**src/rtl/core/fddls_pkg.sv**
```systemverilog
package fddls_pkg;

   localparam logic [13:0] VALUE_MAX        = 14'd9999;
   localparam logic [7:0]  CMD_DATA_MODE    = 8'h44;
   localparam logic [7:0]  CMD_ADDRESS_BASE = 8'hC0;
   localparam logic [7:0]  CMD_DISPLAY_ON   = 8'h8A;
   localparam logic [7:0]  POINT_MASK_RESET = 8'h80;
   localparam logic [3:0]  SEG_ACK          = 4'd8;
   localparam logic [3:0]  SEG_STOP         = 4'd9;
   localparam logic [3:0]  SEG_START        = 4'd10;
   localparam logic [2:0]  LAST_FRAME       = 3'd5;

   typedef enum logic [1:0] {
      CSR_SEG_LOW    = 2'd0,
      CSR_SEG_HIGH   = 2'd1,
      CSR_POINT_MASK = 2'd2
   } csr_index_type;

   typedef struct packed {
      logic        opcode;
      logic [13:0] shown_value;
   } req_payload_type;

   typedef struct packed {
      logic clock_pin;
      logic data_pin;
      logic sending;
      logic update_finished;
      logic load_accepted;
   } rsp_payload_type;

   typedef struct packed {
      logic [1:0]  reg_index;
      logic [63:0] write_data;
   } csr_payload_type;

   typedef struct packed {
      logic        is_load;
      logic [13:0] value;
   } item_type;

   typedef struct packed {
      logic        start;
      logic [13:0] value;
   } bcd_req_type;

   typedef logic [3:0][3:0] digits_type;

endpackage

```
**src/rtl/core/fddls_chan_if.sv**
```systemverilog
interface fddls_chan_if #(
   parameter type payload_type = logic
);
   logic        valid;
   logic        ready;
   payload_type payload;

   modport source (output valid, output payload, input ready);
   modport sink (input valid, input payload, output ready);
endinterface

```
**src/rtl/core/fddls_front.sv**
```systemverilog
module fddls_front (
   fddls_chan_if.sink          req,
   output logic                push_valid,
   input  logic                push_ready,
   output fddls_pkg::item_type push_item
);
   import fddls_pkg::*;

   assign req.ready  = push_ready;
   assign push_valid = req.valid;

   always_comb begin
      push_item.is_load = req.payload.opcode;
      if (req.payload.shown_value > VALUE_MAX) begin
         push_item.value = VALUE_MAX;
      end else begin
         push_item.value = req.payload.shown_value;
      end
   end

endmodule

```
**src/rtl/core/fddls_queue.sv**
```systemverilog
module fddls_queue #(
   parameter int unsigned DEPTH = 2
) (
   input  logic                clock,
   input  logic                reset,
   input  logic                push_valid,
   output logic                push_ready,
   input  fddls_pkg::item_type push_item,
   output logic                pop_valid,
   input  logic                pop_ready,
   output fddls_pkg::item_type pop_item
);
   import fddls_pkg::*;

   localparam int unsigned PTR_W = $clog2(DEPTH);
   localparam int unsigned CNT_W = $clog2(DEPTH + 1);
   localparam logic [PTR_W-1:0] LAST_PTR   = PTR_W'(DEPTH - 1);
   localparam logic [CNT_W-1:0] FULL_COUNT = CNT_W'(DEPTH);

   item_type         store_ff [DEPTH];
   logic [PTR_W-1:0] wr_ptr_ff, wr_ptr_in;
   logic [PTR_W-1:0] rd_ptr_ff, rd_ptr_in;
   logic [CNT_W-1:0] count_ff, count_in;
   logic             push;
   logic             pop;

   assign push_ready = (count_ff != FULL_COUNT);
   assign pop_valid  = (count_ff != '0);
   assign push       = push_valid && push_ready;
   assign pop        = pop_valid && pop_ready;
   assign pop_item   = store_ff[rd_ptr_ff];

   always_comb begin
      wr_ptr_in = wr_ptr_ff;
      rd_ptr_in = rd_ptr_ff;
      count_in  = count_ff;
      if (push) begin
         wr_ptr_in = (wr_ptr_ff == LAST_PTR) ? '0 : wr_ptr_ff + PTR_W'(1);
      end
      if (pop) begin
         rd_ptr_in = (rd_ptr_ff == LAST_PTR) ? '0 : rd_ptr_ff + PTR_W'(1);
      end
      if (push && !pop) begin
         count_in = count_ff + CNT_W'(1);
      end else if (pop && !push) begin
         count_in = count_ff - CNT_W'(1);
      end
   end

   always_ff @(posedge clock) begin
      if (reset) begin
         wr_ptr_ff <= '0;
         rd_ptr_ff <= '0;
         count_ff  <= '0;
      end else begin
         wr_ptr_ff <= wr_ptr_in;
         rd_ptr_ff <= rd_ptr_in;
         count_ff  <= count_in;
      end
   end

   always_ff @(posedge clock) begin
      if (push) begin
         store_ff[wr_ptr_ff] <= push_item;
      end
   end

endmodule

```
**src/rtl/core/fddls_bcd.sv**
```systemverilog
module fddls_bcd (
   input  logic                   clock,
   input  fddls_pkg::bcd_req_type bcd_req,
   output fddls_pkg::digits_type  digits
);
   import fddls_pkg::*;

   logic [13:0] value_ff;
   logic [3:0]  thou_ff;
   logic [9:0]  rem1_ff;
   logic [3:0]  thou2_ff;
   logic [3:0]  hund_ff;
   logic [6:0]  rem2_ff;
   digits_type  digits_ff;
   logic [17:0] split1;
   logic [17:0] split2;
   logic [17:0] split3;

   // Returns the decimal digit in the top four bits and the remainder below.
   function automatic logic [17:0] digit_split(input logic [13:0] value,
                                               input logic [13:0] base);
      logic [3:0]  digit;
      logic [13:0] rest;
      logic [13:0] multiple;
      digit = 4'd0;
      rest  = value;
      for (int k = 1; k < 10; k++) begin
         multiple = 14'(k) * base;
         if (value >= multiple) begin
            digit = 4'(k);
            rest  = value - multiple;
         end
      end
      return {digit, rest};
   endfunction

   assign split1 = digit_split(value_ff, 14'd1000);
   assign split2 = digit_split({4'd0, rem1_ff}, 14'd100);
   assign split3 = digit_split({7'd0, rem2_ff}, 14'd10);

   always_ff @(posedge clock) begin
      if (bcd_req.start) begin
         value_ff <= bcd_req.value;
      end
      thou_ff      <= split1[17:14];
      rem1_ff      <= split1[9:0];
      thou2_ff     <= thou_ff;
      hund_ff      <= split2[17:14];
      rem2_ff      <= split2[6:0];
      digits_ff[0] <= thou2_ff;
      digits_ff[1] <= hund_ff;
      digits_ff[2] <= split3[17:14];
      digits_ff[3] <= split3[3:0];
   end

   assign digits = digits_ff;

endmodule

```
**src/rtl/core/fddls_back.sv**
```systemverilog
module fddls_back (
   input  logic                   clock,
   input  logic                   reset,
   input  logic                   pop_valid,
   output logic                   pop_ready,
   input  fddls_pkg::item_type    pop_item,
   fddls_chan_if.sink             csr,
   output fddls_pkg::bcd_req_type bcd_req,
   input  fddls_pkg::digits_type  digits,
   fddls_chan_if.source           rsp
);
   import fddls_pkg::*;

   logic [63:0]     seg_low_ff;
   logic [15:0]     seg_high_ff;
   logic [7:0]      point_mask_ff;
   logic            clock_ff, clock_in;
   logic            data_ff, data_in;
   logic [2:0]      frame_ff, frame_in;
   logic            byte_ff, byte_in;
   logic [3:0]      bit_ff, bit_in;
   logic [1:0]      phase_ff, phase_in;
   logic            busy_ff, busy_in;
   logic            rsp_valid_ff;
   rsp_payload_type rsp_payload_ff;
   logic            take;
   logic            finished;
   logic            accepted;
   logic            frame_has_data;
   logic [1:0]      digit_sel;
   logic [3:0]      digit;
   logic [7:0]      seg_byte;
   logic [7:0]      out_byte;

   assign csr.ready   = 1'b1;
   assign rsp.valid   = rsp_valid_ff;
   assign rsp.payload = rsp_payload_ff;
   assign pop_ready   = !rsp_valid_ff || rsp.ready;
   assign take        = pop_valid && pop_ready;

   assign frame_has_data = (frame_ff >= 3'd1) && (frame_ff <= 3'd4);
   assign digit_sel      = frame_ff[1:0] - 2'd1;
   assign digit          = digits[digit_sel];

   always_comb begin
      if (digit < 4'd8) begin
         seg_byte = seg_low_ff[{digit[2:0], 3'b000} +: 8];
      end else if (digit < 4'd10) begin
         seg_byte = seg_high_ff[{digit[0], 3'b000} +: 8];
      end else begin
         seg_byte = 8'd0;
      end
      if (frame_ff == 3'd0) begin
         out_byte = CMD_DATA_MODE;
      end else if (frame_ff >= LAST_FRAME) begin
         out_byte = CMD_DISPLAY_ON;
      end else if (!byte_ff) begin
         out_byte = CMD_ADDRESS_BASE + {6'd0, digit_sel};
      end else if (digit_sel == 2'd1) begin
         out_byte = seg_byte | point_mask_ff;
      end else begin
         out_byte = seg_byte;
      end
   end

   always_comb begin
      clock_in      = clock_ff;
      data_in       = data_ff;
      frame_in      = frame_ff;
      byte_in       = byte_ff;
      bit_in        = bit_ff;
      phase_in      = phase_ff;
      busy_in       = busy_ff;
      finished      = 1'b0;
      accepted      = 1'b0;
      bcd_req.start = 1'b0;
      bcd_req.value = pop_item.value;
      if (take) begin
         if (pop_item.is_load) begin
            if (!busy_ff) begin
               bcd_req.start = 1'b1;
               frame_in      = 3'd0;
               byte_in       = 1'b0;
               bit_in        = SEG_START;
               phase_in      = 2'd0;
               busy_in       = 1'b1;
               accepted      = 1'b1;
            end
         end else if (busy_ff) begin
            if (bit_ff < SEG_ACK) begin
               if (phase_ff == 2'd0) begin
                  clock_in = 1'b0;
               end else if (phase_ff == 2'd1) begin
                  data_in = out_byte[bit_ff[2:0]];
               end else begin
                  clock_in = 1'b1;
               end
               if (phase_ff >= 2'd2) begin
                  phase_in = 2'd0;
                  bit_in   = bit_ff + 4'd1;
               end else begin
                  phase_in = phase_ff + 2'd1;
               end
            end else if (bit_ff == SEG_ACK) begin
               if (phase_ff == 2'd0) begin
                  clock_in = 1'b0;
               end else if (phase_ff == 2'd1) begin
                  data_in = 1'b1;
               end else begin
                  clock_in = 1'b1;
               end
               if (phase_ff >= 2'd2) begin
                  phase_in = 2'd0;
                  if (!byte_ff && frame_has_data) begin
                     byte_in = 1'b1;
                     bit_in  = 4'd0;
                  end else begin
                     bit_in = SEG_STOP;
                  end
               end else begin
                  phase_in = phase_ff + 2'd1;
               end
            end else if (bit_ff == SEG_STOP) begin
               case (phase_ff)
                  2'd0:    clock_in = 1'b0;
                  2'd1:    data_in  = 1'b0;
                  2'd2:    clock_in = 1'b1;
                  default: data_in  = 1'b1;
               endcase
               if (phase_ff == 2'd3) begin
                  phase_in = 2'd0;
                  byte_in  = 1'b0;
                  if (frame_ff >= LAST_FRAME) begin
                     frame_in = 3'd0;
                     bit_in   = 4'd0;
                     busy_in  = 1'b0;
                     finished = 1'b1;
                  end else begin
                     frame_in = frame_ff + 3'd1;
                     bit_in   = SEG_START;
                  end
               end else begin
                  phase_in = phase_ff + 2'd1;
               end
            end else begin
               if (phase_ff == 2'd0) begin
                  clock_in = 1'b1;
                  data_in  = 1'b1;
               end else if (phase_ff == 2'd1) begin
                  data_in = 1'b0;
               end else begin
                  clock_in = 1'b0;
               end
               if (phase_ff >= 2'd2) begin
                  phase_in = 2'd0;
                  bit_in   = 4'd0;
               end else begin
                  phase_in = phase_ff + 2'd1;
               end
            end
         end
      end
   end

   always_ff @(posedge clock) begin
      if (reset) begin
         clock_ff     <= 1'b1;
         data_ff      <= 1'b1;
         frame_ff     <= 3'd0;
         byte_ff      <= 1'b0;
         bit_ff       <= 4'd0;
         phase_ff     <= 2'd0;
         busy_ff      <= 1'b0;
         rsp_valid_ff <= 1'b0;
      end else begin
         clock_ff <= clock_in;
         data_ff  <= data_in;
         frame_ff <= frame_in;
         byte_ff  <= byte_in;
         bit_ff   <= bit_in;
         phase_ff <= phase_in;
         busy_ff  <= busy_in;
         if (take) begin
            rsp_valid_ff <= 1'b1;
         end else if (rsp.ready) begin
            rsp_valid_ff <= 1'b0;
         end
      end
   end

   always_ff @(posedge clock) begin
      if (take) begin
         rsp_payload_ff.clock_pin       <= clock_in;
         rsp_payload_ff.data_pin        <= data_in;
         rsp_payload_ff.sending         <= busy_in;
         rsp_payload_ff.update_finished <= finished;
         rsp_payload_ff.load_accepted   <= accepted;
      end
   end

   always_ff @(posedge clock) begin
      if (reset) begin
         seg_low_ff    <= 64'd0;
         seg_high_ff   <= 16'd0;
         point_mask_ff <= POINT_MASK_RESET;
      end else if (csr.valid) begin
         unique case (csr_index_type'(csr.payload.reg_index))
            CSR_SEG_LOW:    seg_low_ff    <= csr.payload.write_data;
            CSR_SEG_HIGH:   seg_high_ff   <= csr.payload.write_data[15:0];
            CSR_POINT_MASK: point_mask_ff <= csr.payload.write_data[7:0];
            default: begin
            end
         endcase
      end
   end

endmodule

```
**src/rtl/core/four_digit_display_link_sender_core.sv**
```systemverilog
// Sends a four-digit value to a two-wire segment display, one pin change per item.
// The req channel carries items: a tick advances the link by one step, a load gives
// a new value to show (saturated to 9999) and is refused while an update is running.
// Every item produces exactly one item on the rsp channel with the pin levels, the
// sending flag, the end-of-update flag and whether a load was taken.
// The csr channel writes the segment tables and the decimal-point mask; it is always
// ready and should only be written while no update is running.
// An accepted item is registered in the queue and then in the output register before
// it shows up on rsp. With rsp ready held high the block takes and returns one
// item every cycle; the sequencer in the back stage advances once per tick and never
// holds back that rate.
// An accepted load starts a registered conversion into thousands, hundreds, tens
// and units, finished long before the first segment byte is needed.
// When rsp stalls, the result is held in the output register and the queue between
// front and back absorbs up to QUEUE_DEPTH further items before req_port.ready falls.
// After reset both pins are high, no update is running, the queue is empty, the
// segment tables are zero and the point mask is 0x80.
module four_digit_display_link_sender_core #(
   parameter int unsigned QUEUE_DEPTH = 2
) (
   input logic          clock,
   input logic          reset,
   fddls_chan_if.sink   req_port,
   fddls_chan_if.source rsp_port,
   fddls_chan_if.sink   csr_port
);
   import fddls_pkg::*;

   logic        push_valid;
   logic        push_ready;
   item_type    push_item;
   logic        pop_valid;
   logic        pop_ready;
   item_type    pop_item;
   bcd_req_type bcd_req;
   digits_type  digits;

   fddls_front u_front (
      .req        (req_port),
      .push_valid (push_valid),
      .push_ready (push_ready),
      .push_item  (push_item)
   );

   fddls_queue #(
      .DEPTH (QUEUE_DEPTH)
   ) u_queue (
      .clock      (clock),
      .reset      (reset),
      .push_valid (push_valid),
      .push_ready (push_ready),
      .push_item  (push_item),
      .pop_valid  (pop_valid),
      .pop_ready  (pop_ready),
      .pop_item   (pop_item)
   );

   fddls_bcd u_bcd (
      .clock   (clock),
      .bcd_req (bcd_req),
      .digits  (digits)
   );

   fddls_back u_back (
      .clock     (clock),
      .reset     (reset),
      .pop_valid (pop_valid),
      .pop_ready (pop_ready),
      .pop_item  (pop_item),
      .csr       (csr_port),
      .bcd_req   (bcd_req),
      .digits    (digits),
      .rsp       (rsp_port)
   );

endmodule

```
**src/flat_wrapper.sv**
```systemverilog
// flat-port wrapper written by rule: the top's interface ports become plain ports
module four_digit_display_link_sender_core_flat import fddls_pkg::*;
#(
   parameter int unsigned QUEUE_DEPTH = 2
)
  (clock, reset, req_port_valid, req_port_payload, req_port_ready, rsp_port_valid, rsp_port_payload, rsp_port_ready, csr_port_valid, csr_port_payload, csr_port_ready);
  fddls_chan_if #(.payload_type(req_payload_type)) req_port_i ();
  fddls_chan_if #(.payload_type(rsp_payload_type)) rsp_port_i ();
  fddls_chan_if #(.payload_type(csr_payload_type)) csr_port_i ();
  input logic clock;
  input logic reset;
  input wire logic [$bits(req_port_i.valid)-1:0] req_port_valid;
  input wire logic [$bits(req_port_i.payload)-1:0] req_port_payload;
  output wire logic [$bits(req_port_i.ready)-1:0] req_port_ready;
  output wire logic [$bits(rsp_port_i.valid)-1:0] rsp_port_valid;
  output wire logic [$bits(rsp_port_i.payload)-1:0] rsp_port_payload;
  input wire logic [$bits(rsp_port_i.ready)-1:0] rsp_port_ready;
  input wire logic [$bits(csr_port_i.valid)-1:0] csr_port_valid;
  input wire logic [$bits(csr_port_i.payload)-1:0] csr_port_payload;
  output wire logic [$bits(csr_port_i.ready)-1:0] csr_port_ready;
  assign req_port_i.valid = req_port_valid;
  assign req_port_i.payload = req_port_payload;
  assign req_port_ready = req_port_i.ready;
  assign rsp_port_valid = rsp_port_i.valid;
  assign rsp_port_payload = rsp_port_i.payload;
  assign rsp_port_i.ready = rsp_port_ready;
  assign csr_port_i.valid = csr_port_valid;
  assign csr_port_i.payload = csr_port_payload;
  assign csr_port_ready = csr_port_i.ready;
  four_digit_display_link_sender_core #(.QUEUE_DEPTH(QUEUE_DEPTH)) u_core (.clock(clock), .reset(reset), .req_port(req_port_i), .rsp_port(rsp_port_i), .csr_port(csr_port_i));
endmodule
```
**config.mk**
```make
export PLATFORM = sky130hd
export DESIGN_NAME = four_digit_display_link_sender_core_flat
export DESIGN_NICKNAME = d
export VERILOG_FILES = /design/src/rtl/core/fddls_pkg.sv /design/src/rtl/core/fddls_chan_if.sv /design/src/rtl/core/fddls_front.sv /design/src/rtl/core/fddls_queue.sv /design/src/rtl/core/fddls_bcd.sv /design/src/rtl/core/fddls_back.sv /design/src/rtl/core/four_digit_display_link_sender_core.sv /design/src/flat_wrapper.sv
export SDC_FILE = /design/constraint.sdc
export NUM_CORES = 1
export LEC_CHECK = 0
export BUFFER_PORTS_ARGS = -buffer_cell sky130_fd_sc_hd__buf_2
export CORE_ASPECT_RATIO = 1.1
export CORE_MARGIN = 3
export CORE_UTILIZATION = 60
export CTS_CLUSTER_DIAMETER = 80
export DETAILED_ROUTE_END_ITERATION = 12
export PLACE_DENSITY = 0.8
export SETUP_SLACK_MARGIN = 0.3
export SLEW_MARGIN = 20
export SYNTH_ARGS = -nofsm -noshare
export SYNTH_HDL_FRONTEND = slang
export SYNTH_SLANG_ARGS = --single-unit
```
**constraint.sdc**
```tcl
create_clock -name clock -period 3.1 [get_ports clock]
set_input_delay 0.155 -clock clock [delete_from_list [all_inputs] [get_ports clock]]
set_output_delay 0.155 -clock clock [all_outputs]
set_load 0.005 [all_outputs]
```
# Word-level counts from Yosys, hierarchy flattened
# Memories as Yosys holds them, arrays and structs flattened. A register that Yosys moved wholly into a read port is not among the register bits.
# Index checks and enable logic that the tools add are counted.
[word_totals] wordCells=308 mem_bits_rw=30 output_inout_bits=8 register_bits=170 memories=1 inputBits=86
[classes] n_shift=2 n_eq_ne=16 n_addsub=36 reduce_logical=35 magnitude_cmp=37 n_bitwise=4 muxes=145
[memory_table] memory="u_core.u_queue.store_ff" words=2 width=15 rd=1 rd_ports_with_merged_regs=1 wr=1 line_no="fddls_queue.sv:20" source="item_type store_ff [DEPTH];"
[op_table] operator="$mux W4" n=40
[op_table] operator="$mux W10" n=9
[op_table] operator="$sub A10 B10 Y10 const B" n=9
[op_table] operator="$shiftx A64 B7 Y8" n=1
[op_table] operator="$mux W7" n=9
[op_table] operator="$mux W1" n=58
[op_table] operator="$ge A14 B13 Y1 const B" n=4
[op_table] operator="$mux W8" n=6
[op_table] operator="$ge A10 B10 Y1 const B" n=4
[op_table] operator="$ge A10 B9 Y1 const B" n=3
[op_table] operator="$ge A14 B12 Y1 const B" n=2
[op_table] operator="$sub A7 B7 Y7 const B" n=4
[op_table] operator="$mux W3" n=8
[op_table] operator="$ge A7 B6 Y1 const B" n=3
[op_table] operator="$ge A7 B7 Y1 const B" n=3
[op_table] operator="$sub A7 B6 Y7 const B" n=3
[op_table] operator="$mux W2" n=10
[op_table] operator="$sub A4 B4 Y4 const B" n=5
[op_table] operator="$shiftx A16 B5 Y8" n=1
[op_table] operator="$ge A14 B10 Y1 const B" n=1
[op_table] operator="$ge A14 B11 Y1 const B" n=1
[op_table] operator="$ge A14 B14 Y1 const B" n=1
[op_table] operator="$ge A7 B5 Y1 const B" n=2
[op_table] operator="$gt A14 B14 Y1 const B" n=1
[op_table] operator="other kinds (48)" n=87

# Depth between registers and ports, before layout
[logic_depth] word_depth=19 depth_mapped=14 depth_no_buf=10

# Hierarchy
# A second synthesis with hierarchy kept.
[hier_totals] hier_cells=1287 area_unflattened_um2=11383.4
[by_module_without_submodules] module="fddls_back" area_each_um2=5549.1 cells_each=687 seq_area_each_um2=2192.1 instances=1
[by_module_without_submodules] module="fddls_bcd" area_each_um2=4342.9 cells_each=504 seq_area_each_um2=1321.3 instances=1
[by_module_without_submodules] module="fddls_queue" area_each_um2=1305.0 cells_each=71 seq_area_each_um2=1001.0 instances=1
[by_module_without_submodules] module="fddls_front" area_each_um2=186.4 cells_each=25 seq_area_each_um2=0.0 instances=1

# Worst setup path before layout
# No wires, ideal clock.
[synth_timing] path_kind="flip-flop to flip-flop" from="register u_core.u_bcd.value_ff[5]" to="register u_core.u_bcd.rem1_ff[4]" arrival_ns=2.715 n_path_buf=1 setup_slack_ns=0.242 period_less_slack_ns=2.858 path_stages_with_launch=11 required_time_ns=2.957 setup_time_ns=0.143 path_cell_list="edfxtp_1 clkbuf_1 inv_1 ha_1 nand3_1 nor4_1 a311oi_1 clkinv_1 a221o_1 a31oi_1 o22ai_1"
[synth_via] elab_chain_len=10 elab_cells_between_ends=18 classes_between="9 x order compare; 9 x mux"
[synth_lines] element="from (decl)" line_no="fddls_bcd.sv:8" source="logic [13:0] value_ff;"
[synth_lines] element="from (signal assigned)" line_no="fddls_bcd.sv:43" source="value_ff <= bcd_req.value;"
[synth_lines] element="$ge A14 B10 Y1" line_no="fddls_bcd.sv:29" source="if (value >= multiple) begin"
[synth_lines] element="$mux W10 (8 in series)" line_no="fddls_bcd.sv:29"
[synth_lines] element="$mux W10 *" line_no="fddls_bcd.sv:29"
[synth_lines] element="via u_core.u_bcd.split1[4]" line_no="fddls_bcd.sv:15" source="logic [17:0] split1;"
[synth_lines] element="to (signal assigned)" line_no="fddls_bcd.sv:46" source="rem1_ff <= split1[9:0];"
[synth_lines] element="to (decl)" line_no="fddls_bcd.sv:10" source="logic [9:0] rem1_ff;"
# Mark *: on every way through the listed nets, which the timed path passes. The rest lies on a longest branch.
# A chain may end at the register's enable or synchronous reset.

# Worst setup path after layout
[layout_timing] from="register u_core.u_back.frame_ff[1]" to="register u_core.u_back.data_ff"
[layout_via] elab_chain_len=19 elab_cells_between_ends=26 classes_between="2 x add/sub; 3 x order compare; 1 x eq/ne; 2 x shift; 16 x mux; 1 x bitwise; 1 x reduce/logical"
[layout_lines] element="from (decl)" line_no="fddls_back.sv:19" source="logic [2:0] frame_ff, frame_in;"
[layout_lines] element="from (signal assigned)" line_no="fddls_back.sv:178" source="frame_ff <= frame_in;"
[layout_lines] element="parallel branches: the longest is 10 deep, another holds $sub A2 B1 Y2"
[layout_lines] element="$mux W8 *" line_no="fddls_back.sv:53" source="if (frame_ff == 3'd0) begin"
[layout_lines] element="$bmux W1 S3 *" line_no="fddls_back.sv:94" source="data_in = out_byte[bit_ff[2:0]];"
[layout_lines] element="$mux W1 (not written as such) *" line_no="fddls_back.sv:94"
[layout_lines] element="$mux W1 *" line_no="fddls_back.sv:93" source="end else if (phase_ff == 2'd1) begin"
[layout_lines] element="$mux W1 *" line_no="fddls_back.sv:91" source="if (phase_ff == 2'd0) begin"
[layout_lines] element="$mux W1 *" line_no="fddls_back.sv:90" source="if (bit_ff < SEG_ACK) begin"
[layout_lines] element="$mux W1 *" line_no="fddls_back.sv:89" source="end else if (busy_ff) begin"
[layout_lines] element="$mux W1 *" line_no="fddls_back.sv:79" source="if (pop_item.is_load) begin"
[layout_lines] element="$mux W1 *" line_no="fddls_back.sv:78" source="if (take) begin"
[layout_lines] element="via u_core.u_back.data_in" line_no="fddls_back.sv:18" source="logic data_ff, data_in;"
[layout_lines] element="to (signal assigned)" line_no="fddls_back.sv:177" source="data_ff <= data_in;"
[layout_lines] element="to (decl)" line_no="fddls_back.sv:18"
# Mark *: on every way through the listed nets, which the timed path passes. The select of a mux whose other input is x is not followed.

==> qor.txt <==
status = finished, final reports clean
vias per cell = 6.20
Leak = 0.00522 uW
DP HPWL = 19.7 mm
port bufs = 92
clock tree from TritonCTS = built
Clock Latency Late Sink = 0.50 ns
asr flop ratio synth = 0%
Worst-Margin Slew = 0.910 ns
average wire per standard cell = 18.7 um
critical path startpoint = u_core.u_back.frame_ff[1]
CP endpoint kind = flop
fin nets = 1553
CP endpoint = u_core.u_back.data_ff
Max Cap Viol = 0
core area = 0.0173 mm2
Post-synth EDFFs = 49
first-pass GRT wire length = 49.1 mm
Yosys top cell by area = dfxtp_1
Placement Cell Area = 0.0116 mm2
post-route cell area = 0.0133 mm2
Simple-Gate Fraction of Synth Area = 17.5%
Adder-Cell Fraction of Synth Area = 6.47%
setup TNS = 0 ns
fmax = 353 MHz
final wirelength = 31.0 mm
Final Critical Period = 2.84 ns
FILL cells = 1123
root buffer cell = clkbuf_16
reg2reg path depth = 10
Avg Cell Area, Syn = 8.74 um2
Crit Path Category = flop to flop
most area-consuming cells after synthesis = dfxtp_1 28%, edfxtp_1 14%, nand2_1 7.8%
Worst IR Drop VDD = 0.733 mV
YS warnings = 0
pwr dens = 854 mW/mm2
cells after synthesis = 1239
gpl congestion = 0.972
H-tree levels = 1
die width = 134 um
post-synthesis mux area share = 7.92%
CTS Buffer Depth = 3
pin count of the biggest net entering global routing = 87
Critical Path RT = 3.49 ns
number of library cell types mapped by synthesis = 78
Compound-Gate Fraction of Synth Area = 20.7%
GRT Residual Overflow = 0
All-Layer GR Usage = 30.0%
post-synthesis register bit count = 201
Boundary Pins = 94
Final Hold Fails = 0
r2r setup slk = 0.26 ns
Die Ht = 147 um
reg2reg end = u_core.u_back.data_ff
post-synth net total = 1381
DRT Pass-1 Iters = 5
DRC Markers = 0
number of buffers created by CTS = 21
vias in the first global route = 9850
Starting Density = 62.5%
die area = 0.0197 mm2
skew final = 0.0254 ns
Worst setup SP type = flop
reg-to-reg startpoint = u_core.u_back.frame_ff[1]
clock sinks = 201
hold crit path type = input pin to flop
synthesized area = 0.0108 mm2
CP max FO = 7
largest family of logic cells by synthesized area = compound AO/OA/AOI/OAI gates
register clock-pin slew on the reported worst setup and hold paths = 0.06 ns
slew margin rel. = 39.4%
RSZ-0062 raised after global routing = yes
Finish-stage setup viols = 0
routed vias = 10300
Synth-to-Final Area Change = 22.7%
Primary FF master, synth = dfxtp_1
crit path DAT = 3.23 ns
share of layout cells above drive strength 1 = 17.5%
Seq/Total Area, Yosys = 41.7%
post-synthesis xor/xnor area fraction = 1.38%
Final Max Tran Viols = 0
Final ANT Viol Nets = 0
final period utilization = 91.5%
Iteration-0 DRC Markers = 1103
initial antenna violation count = 1
FP Rows = 50
fraction of synthesized cell area taken by the top area cell type = 28.1%
[registers in the layout, indices dropped and copies added (netlist names), 5 cells and up, named ones only]
name                         cells
u_core.u_bcd.rem1_ff            10
u_core.u_back.seg_high_ff       16
u_core.u_bcd.digits             16
u_core.u_back.rsp.payload        5
u_core.u_back.seg_low_ff        64
u_core.u_queue.store_ff         30
u_core.u_back.point_mask_ff      8
u_core.u_bcd.rem2_ff             7
u_core.u_bcd.value_ff           14
[layer usage]
metal  up-vias  wire length, um  track usage [%]  part of all wire [%]
met5         -                0                0                     0
met4         0             1170             11.3                   3.8
met3       114             2510             4.55                   8.1
met2       607            15200             51.4                    49
met1      4815            12100             38.5                    39
li1       4774                -                -                     -
[worst max-delay path, stage by stage, from the launching register on]
cell	delay, ns
dfxtp_4	0.39
inv_4	0.05
ha_4	0.29
mux4_2	0.45
buf_6	0.20
mux4_2	0.43
a221oi_2	0.32
nor4b_2	0.09
a31oi_1	0.14
a31oi_1	0.14
or2_1	0.23
[logic make-up after synthesis]
family	count (synthesis)
AND/OR/NAND/NOR	424
AO/OA/AOI/OAI	353
flip-flops	201
buffers and inverters	115
multiplexers	72
adder cells (fa/ha/maj)	56
XOR/XNOR	17
other	1
[metrics by stage]
step | power [uW] | std cells | worst slack (ns) | hold slack (ns) | utilization, %
after floorplan | 7140 | 1239 | 0.352 | 0.254 | -
after global placement | 8390 | 1533 | 0.278 | 0.311 | 67.1
after detailed placement | 8480 | 1533 | 0.0957 | 0.312 | 67.1
after CTS | 11000 | 1648 | 0.301 | 0.00257 | 75.4
after global routing | 12000 | 1661 | 0.207 | 0.0171 | 76.6
final | 11300 | 1662 | 0.265 | 0.00839 | 76.6
[final cells by class]
cell class	instances	area, um2	share of cell area [%]
inverters	41	156	1.18
flip-flops and latches	201	4530	34.1
multi-input cells	923	5950	44.8
repair buffers	223	1700	12.8
clock buffers	30	611	4.60
diodes	2	5.00	0.0377
well taps	234	293	2.20
clock inverters	8	41.3	0.311
[report_power, final]
group,total [uW],internal (uW),switching [uW]
clock,2380,1370,1010
sequential,3790,3260,530
combinational,5170,2260,2910
total,11300,6890,4450
[worst min path at each step]
stage	endpoint	slack, ns	cells after the start	from
after floorplan	u_core.u_queue.store_ff[0][14]	0.25	0	req_port_payload[14]
final	u_core.u_queue.store_ff[0][4]	0.008	2	req_port_payload[4]
after detailed placement	u_core.u_bcd.thou2_ff[0]	0.31	0	u_core.u_bcd.thou_ff[0]
after CTS	u_core.u_queue.store_ff[0][4]	0.003	2	req_port_payload[4]
after global placement	u_core.u_bcd.thou2_ff[1]	0.31	0	u_core.u_bcd.thou_ff[1]
after global routing	u_core.u_queue.store_ff[0][4]	0.02	2	req_port_payload[4]
[synthesized netlist by cell type, types with 10 or more instances]
cell	number
dfxtp_1	152
a21oi_1	148
nor2_1	73
o21ai_0	50
nand3_1	24
nand2b_1	16
nor3_1	17
o211ai_1	11
mux2i_1	44
inv_1	40
a31oi_1	22
xnor2_1	10
and2_1	12
clkbuf_1	66
nor2b_1	15
mux2_2	19
nand2_1	225
edfxtp_1	49
ha_1	56
[cell usage in the layout (no fill, tap or decap), types with 17 or more instances in the layout]
master / n
nand2_1: 225
dfxtp_1: 147
a21oi_1: 146
buf_2: 91
dlygate4sd3_1: 77
nor2_1: 71
ha_1: 53
o21ai_0: 49
buf_4: 49
edfxtp_1: 49
mux2i_1: 44
inv_1: 35
nand3_1: 24
clkbuf_16: 24
a31oi_1: 22
mux2_2: 19
nor3_1: 17
[timing repair]
item                       CTS  global route
resized for setup            4            31
setup buffers                0            10
hold buffers                77             0
cloned                       0             2
hold endpoints to repair   115             0
pin swaps                    2            10
setup endpoints to repair    2            12
(Power assumes the default switching activity.)
